===== config.mk =====
export PLATFORM = sky130hd
export DESIGN_NAME = fir_filter_circular_top
export DESIGN_NICKNAME = d
export VERILOG_FILES = /design/src/hw/rtl/firc_pkg.sv /design/src/hw/rtl/firc_ctrl.sv /design/src/hw/rtl/firc_mac.sv /design/src/hw/rtl/fir_filter_circular_top.sv
export SDC_FILE = /design/constraint.sdc
export NUM_CORES = 1
export LEC_CHECK = 0
export BUFFER_PORTS_ARGS = -buffer_cell sky130_fd_sc_hd__buf_2
export CORE_UTILIZATION = 35
export DETAILED_ROUTE_END_ITERATION = 10
export PLACE_DENSITY_LB_ADDON = 0.25
export SYNTH_ARGS = -nofsm -noshare
export SYNTH_HDL_FRONTEND = slang
export SYNTH_HIERARCHICAL = 1
export SYNTH_SLANG_ARGS = --single-unit

===== constraint.sdc =====
create_clock -name clock -period 7.5 [get_ports clock]
set_input_delay 1.5 -clock clock [delete_from_list [all_inputs] [get_ports clock]]
set_output_delay 1.5 -clock clock [all_outputs]
set_load 0.02 [all_outputs]

===== src/hw/rtl/firc_pkg.sv =====
// Shared constants, types and the state encoding of the circular-buffer FIR filter.
package firc_pkg;

   // Filter length and field widths
   localparam int TAPS      = 8;
   localparam int NUM_COEF  = 8;
   localparam int COEF_W    = 18;
   localparam int SAMPLE_W  = 16;
   localparam int OUT_W     = 23;
   localparam int FRAC_BITS = 15;
   localparam int CSR_IDX_W = $clog2(NUM_COEF);

   // Slot index width; at least one bit so a single-tap filter still elaborates
   localparam int SLOT_W = (TAPS > 1) ? $clog2(TAPS) : 1;

   // Product of a signed coefficient and a zero-extended sample, then headroom
   localparam int PROD_W = COEF_W + SAMPLE_W + 1;
   localparam int ACC_W  = PROD_W + SLOT_W;

   typedef enum logic [1:0] {
      ST_IDLE,
      ST_MAC,
      ST_DONE
   } firc_state_type;

   // Sequencer outputs that steer the delay line, the MAC unit and the output register
   typedef struct packed {
      logic              busy;
      logic              wr_en;
      logic [SLOT_W-1:0] wr_slot;
      logic              acc_clear;
      logic              acc_en;
      logic [SLOT_W-1:0] rd_slot;
      logic [SLOT_W-1:0] tap;
      logic              out_load;
   } firc_ctl_type;

   // Next slot in the circular line, wrapping at TAPS
   function automatic logic [SLOT_W-1:0] next_slot(input logic [SLOT_W-1:0] s);
      logic [SLOT_W-1:0] r;
      if (s == SLOT_W'(TAPS - 1)) begin
         r = '0;
      end else begin
         r = s + SLOT_W'(1);
      end
      return r;
   endfunction

endpackage


===== src/hw/rtl/firc_ctrl.sv =====
// Sequencer: write slot, one MAC step per tap, then hand-off to the output register.
module firc_ctrl
   import firc_pkg::*;
(
   input  logic         clock,
   input  logic         reset,
   input  logic         req_valid,
   input  logic         out_free,
   output firc_ctl_type ctl
);

   firc_state_type    state_ff, state_in;
   logic [SLOT_W-1:0] wslot_ff, wslot_in;
   logic [SLOT_W-1:0] rslot_ff, rslot_in;
   logic [SLOT_W-1:0] tap_ff, tap_in;
   logic              last_tap;
   logic              req_accept;

   assign last_tap = (tap_ff == SLOT_W'(TAPS - 1));

   // Item taken while idle and out of reset
   assign req_accept = req_valid && !reset;

   // Next state
   always_comb begin
      state_in = state_ff;
      unique case (state_ff)
         ST_IDLE: begin
            if (req_accept) state_in = ST_MAC;
         end
         ST_MAC: begin
            if (last_tap) state_in = ST_DONE;
         end
         ST_DONE: begin
            if (out_free) state_in = ST_IDLE;
         end
         default: state_in = ST_IDLE;
      endcase
   end

   // Outputs
   always_comb begin
      ctl           = '0;
      ctl.wr_slot   = wslot_ff;
      ctl.rd_slot   = rslot_ff;
      ctl.tap       = tap_ff;
      unique case (state_ff)
         ST_IDLE: begin
            ctl.busy      = reset;
            ctl.wr_en     = req_accept;
            ctl.acc_clear = req_accept;
         end
         ST_MAC: begin
            ctl.busy   = 1'b1;
            ctl.acc_en = 1'b1;
         end
         ST_DONE: begin
            ctl.busy     = 1'b1;
            ctl.out_load = out_free;
         end
         default: ctl.busy = 1'b1;
      endcase
   end

   // Slot and tap counters; reading starts at the oldest sample
   always_comb begin
      wslot_in = wslot_ff;
      rslot_in = rslot_ff;
      tap_in   = tap_ff;
      if (ctl.wr_en) begin
         wslot_in = next_slot(wslot_ff);
         rslot_in = next_slot(wslot_ff);
         tap_in   = '0;
      end else if (ctl.acc_en) begin
         rslot_in = next_slot(rslot_ff);
         tap_in   = last_tap ? '0 : tap_ff + SLOT_W'(1);
      end
   end

   always_ff @(posedge clock) begin
      if (reset) begin
         state_ff <= ST_IDLE;
         wslot_ff <= '0;
         rslot_ff <= '0;
         tap_ff   <= '0;
      end else begin
         state_ff <= state_in;
         wslot_ff <= wslot_in;
         rslot_ff <= rslot_in;
         tap_ff   <= tap_in;
      end
   end

endmodule


===== src/hw/rtl/firc_mac.sv =====
// Shared multiply-accumulate unit with truncate-toward-zero scaling of the sum.
module firc_mac
   import firc_pkg::*;
(
   input  logic                    clock,
   input  logic                    acc_clear,
   input  logic                    acc_en,
   input  logic signed [COEF_W-1:0] coef,
   input  logic [SAMPLE_W-1:0]     sample,
   output logic [OUT_W-1:0]        result
);

   logic signed [PROD_W-1:0] prod;
   logic signed [ACC_W-1:0]  acc_ff, acc_in;
   logic signed [ACC_W-1:0]  acc_adj;
   logic signed [ACC_W-1:0]  acc_shr;

   // One product per cycle, sample taken as non-negative
   assign prod = PROD_W'(coef) * PROD_W'($signed({1'b0, sample}));

   always_comb begin
      acc_in = acc_ff;
      if (acc_clear) begin
         acc_in = '0;
      end else if (acc_en) begin
         acc_in = acc_ff + ACC_W'(prod);
      end
   end

   always_ff @(posedge clock) begin
      acc_ff <= acc_in;
   end

   // Negative sums get a bias so the arithmetic shift rounds toward zero
   assign acc_adj = acc_ff[ACC_W-1] ? acc_ff + ACC_W'((1 << FRAC_BITS) - 1) : acc_ff;
   assign acc_shr = acc_adj >>> FRAC_BITS;
   assign result  = acc_shr[OUT_W-1:0];

endmodule


===== src/hw/rtl/fir_filter_circular_top.sv =====
// Top level of the circular-buffer FIR filter: registers, delay line, sequencer, MAC.
//
// Usage:
//   Input channel req_valid/req_stall/req_sample carries one unsigned 16-bit
//   sample per item. The sample is written into a circular delay line of TAPS
//   entries, and one result follows on rsp_valid/rsp_stall/rsp_filtered: the
//   dot product of coefficients and samples (coef_0 on the oldest sample),
//   shifted right by 15 and truncated toward zero.
//   Coefficients are written through csr_wr_en/csr_index/csr_wdata while idle.
//   Sequence: an accepted item is written into the delay line, then takes one
//   step per tap on the single shared multiply-accumulate unit, and its result
//   is then loaded into the output register; no new item is taken until the
//   sequencer is idle again. req_stall is high while an item is in the
//   sequencer.
//   A result waiting in the output register does not block the next item; only
//   the load of the following result waits for it to be taken. A stalled
//   result holds its value.
//   Reset (synchronous) clears coefficients, the delay line, the write slot and
//   the output valid; req_stall is high during reset.
module fir_filter_circular_top
   import firc_pkg::*;
(
   input  logic                 clock,
   input  logic                 reset,
   input  logic                 req_valid,
   output logic                 req_stall,
   input  logic [SAMPLE_W-1:0]  req_sample,
   output logic                 rsp_valid,
   input  logic                 rsp_stall,
   output logic signed [OUT_W-1:0] rsp_filtered,
   input  logic                 csr_wr_en,
   input  logic [CSR_IDX_W-1:0] csr_index,
   input  logic [COEF_W-1:0]    csr_wdata
);

   firc_ctl_type         ctl;
   logic                 out_free;
   logic [COEF_W-1:0]    coef_ff [NUM_COEF];
   logic [SAMPLE_W-1:0]  delay_ff [TAPS];
   logic                 rsp_valid_ff;
   logic [OUT_W-1:0]     rsp_data_ff;
   logic [OUT_W-1:0]     mac_result;

   assign req_stall  = ctl.busy;
   assign out_free   = !rsp_valid_ff || !rsp_stall;

   // Coefficient registers
   always_ff @(posedge clock) begin
      if (reset) begin
         for (int i = 0; i < NUM_COEF; i++) coef_ff[i] <= '0;
      end else if (csr_wr_en) begin
         coef_ff[csr_index] <= csr_wdata;
      end
   end

   // Circular delay line
   always_ff @(posedge clock) begin
      if (reset) begin
         for (int i = 0; i < TAPS; i++) delay_ff[i] <= '0;
      end else if (ctl.wr_en) begin
         delay_ff[ctl.wr_slot] <= req_sample;
      end
   end

   firc_ctrl u_ctrl (
      .clock      (clock),
      .reset      (reset),
      .req_valid  (req_valid),
      .out_free   (out_free),
      .ctl        (ctl)
   );

   firc_mac u_mac (
      .clock     (clock),
      .acc_clear (ctl.acc_clear),
      .acc_en    (ctl.acc_en),
      .coef      ($signed(coef_ff[CSR_IDX_W'(ctl.tap)])),
      .sample    (delay_ff[ctl.rd_slot]),
      .result    (mac_result)
   );

   // Output register
   always_ff @(posedge clock) begin
      if (reset) begin
         rsp_valid_ff <= 1'b0;
      end else if (ctl.out_load) begin
         rsp_valid_ff <= 1'b1;
      end else if (!rsp_stall) begin
         rsp_valid_ff <= 1'b0;
      end
   end

   always_ff @(posedge clock) begin
      if (ctl.out_load) rsp_data_ff <= mac_result;
   end

   assign rsp_valid    = rsp_valid_ff;
   assign rsp_filtered = $signed(rsp_data_ff);

endmodule


==> run_results.csv, run 1 <==
group,metric,value,unit
placement,numPortBuffers,66,
setup_path,crit_type,"reg2reg",
cells_and_area,drive_above_1_share,0.1160,
global_routing,grt_overflow_total,0,
synth,ys_warn_count,6,
die,pin_count,67,
sta,final_max_slew_viol_count,0,
placement,hpwl,52240,um
hold_path,worstHoldEndpoint,"u_mac/acc_ff[20]$_SDFFE_PP0P_",
synth,synth_seq_cells,345,
clock_tree,cts_tree,"built",
cells_and_area,most-common-layout-cells,"512 x inv_1, 354 x fa_1, 295 x edfxtp_1",
run_status,status,"finished clean",
clock_tree,cts_made_buffers,41,
global_routing,antenna_found_initial,0,
clock_tree,hold_buffers,0,
setup_path,crit_path_max_incr_delay,0.57,ns
route,wl_per_cell,19.19,um
clock_tree,cts_root_buf,"clkbuf_16",
clock_tree,clockBufferDepth,3,
setup_path,rr_startpoint,"u_ctrl/tap_ff[0]$_SDFFE_PP0N_",
die,rows,104,
route,vias_per_cell,5.011,
setup_path,crit_arrival,7.73,ns
die,core,80550,um^2
sta,period_share,0.9645,
clock_tree,cts_sinks,345,
setup_path,crit_chain,"buf_12 > mux4_1 > mux2_2 > buf_4 > and2_1 > fa_1 > inv_1 > fa_1 > fa_1 > inv_1 > fa_1 > fa_1 > inv_1 > fa_1 > inv_1 > ha_1 > a211oi_1 > nor2_2 > o32ai_4 > a21oi_4 > a31o_4 > a21o_1 > a2111oi_2 > nand3b_1",
die,die_h,287.5,um
die,fp.dieW,287.5,um
sta,grt_setup_unrepaired,"yes",
route,drt-met1-wl,33430,um
global_routing,grt_pass1_vias,20010,
synth,synth_flop_cell,"edfxtp_1",
global_routing,track_usage,0.1760,
placement,place_inst,3607,
synth,syn_area_per_cell,11.15,um^2
cells_and_area,finish.instance_area,31610,um^2
job,maxCapViolCount,0,
route,drt_iter0_markers,1407,
hold_path,hold_path.class,"reg2reg",
synth,ys_async_sr_fraction,0,
synth,syn_nets,3055,
sta,hold_viol_final,0,
clock_tree,postCtsSetupBuffers,0,
synth,synth_edf_count,295,
placement,gp_congestion,0.8374,
route,wl,70650,um
clock_tree,clk_latency,0.58,ns
hold_path,worstHoldStart,"u_mac/acc_ff[20]$_SDFFE_PP0P_",
route,dr_wl_met3,3155,um
setup_path,path_max_fanout,13,
synth,synth_cells,2557,
sta,fin_crit,7.234,ns
setup_path,r2r-end,"u_mac/acc_ff[29]$_SDFFE_PP0P_",
setup_path,ff2ff_path_depth,24,
global_routing,grt_max_degree,82,
cells_and_area,fin_util,0.3924,
cells_and_area,final_nets,3088,
route,drtPass1Iterations,7,
synth,ys_seq_area_frac,0.3457,
sta,skew,0.03503,ns
route,ant_nets,0,
sta,fmax,0.1382,GHz
sta,setup_viol,0,
clock_tree,clk_pin_slew,0.06,ns
setup_path,path_common_cell,"fa_1",
synth,synth_cell_types,73,
route,drc,0,
synth,synthTopCellsByArea,"edfxtp_1 31%, fa_1 25%, inv_1 6.7%",
cells_and_area,stdcell_count,3681,
hold_path,whs_path_depth,2,
setup_path,end_kind,"flip-flop",
global_routing,grt_pass1_wl,114400,um
synth,synth_top_area_share,0.3106,
setup_path,crit_slowest_cell,"mux4_1",
route,wl_met2,32870,um
placement,post_dp_cell_area,30200,um^2
sta,worst_slew_pin_slew,1.406,ns
setup_path,start_kind,"flip-flop",
setup_path,worstPathRequired,8.00,ns
route,dr.max_layer_used,"met4",
die,initial_utilization,0.3541,
die,dieArea,82630,um^2
sta,finalSetupTns,0,ns
sta,slew_headroom,0.06078,
cells_and_area,layout_commonest_cell,"inv_1",
synth,syn-cell-area,28520,um^2
clock_tree,htree_levels,2,
synth,yosys.area.top_type,"edfxtp_1",
cells_and_area,area_growth,10.81,%
setup_path,reg2reg_slack,0.27,ns
route,via_count,18446,
cells_and_area,antennaDiodeCount,0,
==> worst max path at each step <==
stage | start | depth (start not counted) | to | slack (ns)
global route | u_ctrl/tap_ff[0]$_SDFFE_PP0N_ | 23 | u_mac/acc_ff[35]$_SDFFE_PP0P_ | 0.02
finish | u_ctrl/tap_ff[0]$_SDFFE_PP0N_ | 24 | u_mac/acc_ff[29]$_SDFFE_PP0P_ | 0.27
floorplan | u_ctrl/tap_ff[0]$_SDFFE_PP0N_ | 23 | u_mac/acc_ff[29]$_SDFFE_PP0P_ | 0.22
global placement | u_ctrl/rslot_ff[0]$_SDFFE_PP0P_ | 24 | u_mac/acc_ff[36]$_SDFFE_PP0P_ | 0.05
CTS | u_ctrl/rslot_ff[0]$_SDFFE_PP0P_ | 25 | u_mac/acc_ff[36]$_SDFFE_PP0P_ | 0.03
detailed placement | u_ctrl/rslot_ff[0]$_SDFFE_PP0P_ | 25 | u_mac/acc_ff[36]$_SDFFE_PP0P_ | 0.002
==> worst max-delay path, delay by kind of cell (launching register included) <==
kind,cells,cell delay (ns)
adders and majority gates,7,3.24
AOI/OAI and AO/OA,6,1.57
muxes,2,0.97
buffers and inverters,6,0.55
and+or+nand+nor,3,0.44
DFF,1,0.39
==> logic make-up (layout without fill, tap and decap cells) <==
group           count (synthesis)  count (layout)  share of synthesized area
compound gates                144             144                    0.03575
xor+xnor                       51              51                    0.01566
fa+ha+maj                     456             456                     0.2935
buf+inv                       685             749                    0.09506
flops                         345             345                     0.3457
mux                           129             129                    0.08085
simple gates                  747             747                     0.1335
==> what timing repair did <==
action                     in CTS  in global routing
gates resized for setup         1                 26
pin swaps                       0                  2
setup endpoints to repair       1                 12
gates cloned                    0                  0
==> synthesized netlist by cell type (17+ instances only) <==
cell      number
mux2_2        35
buf_1         17
ha_1         101
dfxtp_1       50
nor4_1        70
a21o_1        21
clkbuf_1     111
mux2i_1       26
xnor2_1       40
o21bai_1      21
a21oi_1       30
mux4_2        36
and2_1       145
mux4_1        32
o21ai_0       17
nor2_1        57
fa_1         355
nand2_1      183
nor3_1       228
edfxtp_1     295
inv_1        512
clkinv_1      19
nand3_1       20
==> stage by stage <==
| step | worst slack (ns) | hold slack (ns) |
|---|---|---|
| after floorplan | 0.2231 | 0.4542 |
| after global placement | 0.05082 | 0.4738 |
| after detailed placement | 0.002319 | 0.4742 |
| after CTS | 0.02544 | 0.4816 |
| after global routing | 0.01632 | 0.4971 |
| final | 0.2664 | 0.4808 |
==> cell type report <==
cell class / count / area (um^2)
clock buffer: 53 / 1112
clock inverter: 21 / 188.9
fill: 7738 / 48940
inverter: 531 / 1993
multi-input combinational: 1527 / 16100
sequential: 345 / 9868
tap: 1060 / 1326
timing repair buffer: 144 / 1016
==> routing by layer <==
metal  GRT usage  vias to the layer above
li1            -                     8491
met1      0.2523                     9446
met2      0.2846                      421
met3     0.02353                       88
met4     0.03590                        0
met5           0                        -
==> flip-flops by register name, indices dropped and copies added, names as in the netlist <==
signal / count
u_ctrl/state_ff: 2
rsp_valid: 1
u_ctrl/rslot_ff: 3
rsp_filtered: 23
delay_ff: 128
u_ctrl/wslot_ff: 3
u_mac/acc_ff: 38
coef_ff: 144
u_ctrl/tap_ff: 3
Power of run 1 is left out: the tool's default activity adds up to more than one toggle a clock period on the data nets, which glitch-free logic cannot reach.
==> run 2: changes to the inputs <==
--- a/config.mk
+++ b/config.mk
@@ -7,9 +7,9 @@
 export LEC_CHECK = 0
 export BUFFER_PORTS_ARGS = -buffer_cell sky130_fd_sc_hd__buf_2
 export CORE_UTILIZATION = 35
+export CTS_BUF_LIST = sky130_fd_sc_hd__clkbuf_8
 export DETAILED_ROUTE_END_ITERATION = 10
 export PLACE_DENSITY_LB_ADDON = 0.25
 export SYNTH_ARGS = -nofsm -noshare
 export SYNTH_HDL_FRONTEND = slang
-export SYNTH_HIERARCHICAL = 1
 export SYNTH_SLANG_ARGS = --single-unit
==> run 2 against run 1 <==
  * Utilization grew 0.35 points
  * Clock skew grew 0.011 ns
  * Cell count grew 0.84%
  * Register-to-register slack gained 0.05 ns
  * Die area shrank 1.7%
  * Via count shrank 2.3%
  * Routed wire length grew 1.8%
  * Synthesized area shrank 1.7%
  * Highest routed layer is now met5
  * Critical endpoint is now u_mac.acc_ff[36]$_SDFFE_PP0P_
  * Largest cell class unchanged
  * Worst hold slack lost 0.0044 ns
  * Worst setup slack gained 0.050 ns
==> run_results.csv, run 2 <==
group,metric,value,unit
hold_path,hold_path.class,"reg2reg",
hold_path,whs_path_depth,2,
setup_path,crit_path_max_incr_delay,0.53,ns
clock_tree,clk_pin_slew,0.06,ns
route,via_count,18024,
sta,setup_viol,0,
synth,syn_area_per_cell,11.26,um^2
synth,synth_compound_area_frac,0.03574,
synth,synth_cells,2491,
cells_and_area,most-common-layout-cells,"511 x inv_1, 353 x fa_1, 295 x edfxtp_1",
cells_and_area,area_growth,11.69,%
die,core,79130,um^2
run_status,status,"finished clean",
synth,synth_cell_types,65,
placement,numPortBuffers,66,
synth,ys_async_sr_fraction,0,
cells_and_area,largest_registers,"coef_ff (144), delay_ff (128), u_mac.acc_ff (38)",
cells_and_area,final_nets,3116,
job,maxCapViolCount,0,
placement,gp_congestion,0.8880,
synth,synth_seq_cells,351,
die,die_h,285.1,um
setup_path,crit_arrival,7.74,ns
die,initial_utilization,0.3544,
die,dieArea,81260,um^2
hold_path,worstHoldStart,"u_mac.acc_ff[35]$_SDFFE_PP0P_",
sta,fin_crit,7.184,ns
setup_path,r2r-end,"u_mac.acc_ff[36]$_SDFFE_PP0P_",
setup_path,crit_slowest_cell,"mux4_2",
clock_tree,cts_sinks,351,
clock_tree,htree_levels,2,
route,drc,0,
setup_path,reg2reg_slack,0.32,ns
synth,synth_edf_count,295,
route,drt_iter0_markers,1128,
synth,syn-cell-area,28040,um^2
setup_path,path_max_fanout,12,
global_routing,track_usage,0.1825,
synth,synthTopCellsByArea,"edfxtp_1 32%, fa_1 25%, inv_1 6.6%",
cells_and_area,n_fill_cell,7702,
clock_tree,clk_latency,0.70,ns
sta,fmax,0.1392,GHz
sta,skew,0.04572,ns
clock_tree,cts_root_buf,"clkbuf_8",
sta,final_max_slew_viol_count,0,
die,pin_count,67,
global_routing,grt_overflow_total,0,
hold_path,worstHoldEndpoint,"u_mac.acc_ff[35]$_SDFFE_PP0P_",
setup_path,path_common_cell,"fa_1",
setup_path,worstPathRequired,8.06,ns
synth,syn_nets,2989,
cells_and_area,layout_commonest_cell,"inv_1",
route,drtPass1Iterations,6,
global_routing,grt_pass1_vias,19643,
sta,finalSetupTns,0,ns
global_routing,grt_pass1_wl,114800,um
cells_and_area,drive_above_1_share,0.1436,
route,ant_nets,0,
sta,period_share,0.9579,
global_routing,antenna_found_initial,5,
sta,layout_setup_ws,0.3159,ns
setup_path,start_kind,"flip-flop",
synth,yosys.area.top_type,"edfxtp_1",
route,vias_per_cell,4.856,
setup_path,end_kind,"flip-flop",
synth,synth_top_family_by_area,"adder cells",
route,wl_per_cell,19.37,um
synth,synthTopCellsByCount,"494 x inv_1, 355 x fa_1, 295 x edfxtp_1",
synth,synth_top_area_share,0.3159,
cells_and_area,largest_register_ffs,144,
synth,synth_fa_ha_area_frac,0.2985,
clock_tree,cts_tree,"built",
synth,synth_flop_cell,"edfxtp_1",
synth,yosys.area_share.xor_xnor,0.01437,
sta,hold_viol_final,0,
synth,synthMuxAreaShare,0.07495,
die,rows,103,
placement,place_ws,-0.03834,ns
clock_tree,clockBufferDepth,3,
setup_path,crit_type,"reg2reg",
clock_tree,cts_made_buffers,61,
route,wl,71910,um
clock_tree,hold_buffers,0,
synth,yosys.area_share.simple,0.1427,
cells_and_area,regMostFlops,"coef_ff",
synth,ys_seq_area_frac,0.3558,
die,fp.dieW,285.1,um
synth,ys_warn_count,0,
setup_path,ff2ff_path_depth,26,
placement,hpwl,53990,um
sta,slew_headroom,0.3079,
synth,yosysMostFrequentCell,"inv_1",
sta,worst_slew_pin_slew,1.037,ns
global_routing,grt_max_degree,57,
[run 2: worst max path at each step]
| stage | endpoint | start | slack [ns] | cells past startpoint |
|---|---|---|---|---|
| final | u_mac.acc_ff[36]$_SDFFE_PP0P_ | flip-flop | 0.32 | 26 |
| after floorplan | u_mac.acc_ff[32]$_SDFFE_PP0P_ | flip-flop | 0.25 | 25 |
| after global placement | u_mac.acc_ff[34]$_SDFFE_PP0P_ | flip-flop | 0.02 | 26 |
| after global routing | u_mac.acc_ff[36]$_SDFFE_PP0P_ | flip-flop | -0.05 | 26 |
| after detailed placement | u_mac.acc_ff[34]$_SDFFE_PP0P_ | flip-flop | -0.04 | 26 |
| after CTS | u_mac.acc_ff[34]$_SDFFE_PP0P_ | flip-flop | 0.09 | 26 |
[run 2: through the flow]
| step | cells | cell area, um^2 | util | hold WS [ns] |
|---|---|---|---|---|
| global route | 3711 | 31320 | 0.3958 | 0.5181 |
| CTS | 3704 | 31180 | 0.3940 | 0.4762 |
| finish | 3712 | 31320 | 0.3958 | 0.4764 |
| global placement | 3599 | 30070 | 0.3800 | 0.4602 |
| floorplan | 2491 | 28040 | - | 0.4428 |
| detailed placement | 3599 | 30070 | 0.3800 | 0.4683 |
[run 2: repair_timing]
action                                  CTS  global route
buffers inserted                          0             5
cloned                                    0             1
hold endpoints to repair                  0             0
pin swaps                                 0             1
endpoints found under the setup margin    1            10
resized for setup                         1            17
[run 2: cell families (layout without fill, tap and decap cells)]
group,count (synthesis),in the layout
and+or+nand+nor,789,789
buffers and inverters,575,744
adders and majority gates,456,456
DFF,351,351
AOI/OAI and AO/OA,152,152
muxes,122,122
xor gates and xnor gates,46,46
other,0,2
[run 2: routing by layer]
| metal | vias up | track usage | wire length (um) |
|---|---|---|---|
| met3 | 115 | 0.03440 | 4002 |
| met1 | 9192 | 0.2523 | 32920 |
| met4 | 8 | 0.04332 | 1547 |
| met5 | - | 0 | 49 |
| met2 | 485 | 0.2962 | 33390 |
| li1 | 8224 | - | - |
[run 2: critical path, delay by kind of cell (launching register included)]
kind,cells,cell delay [ns]
AO/OA/AOI/OAI,3,0.78
adder cells (fa/ha/maj),7,3.30
buffers and inverters,8,0.82
flip-flops,1,0.43
multiplexers,3,1.01
AND/OR/NAND/NOR,5,0.75
[run 2: cell type report]
type	instances	area [um^2]	area share
multi-input cells	1565	16030	0.5117
diodes	2	5.005	0.0001598
inverters	494	1854	0.05920
repair buffers	145	1031	0.03292
well taps	1050	1314	0.04194
clock buffers	62	853.3	0.02724
flip-flops and latches	351	9987	0.3188
clock inverters	43	249.0	0.007949
Power of run 2 is left out for the same reason.
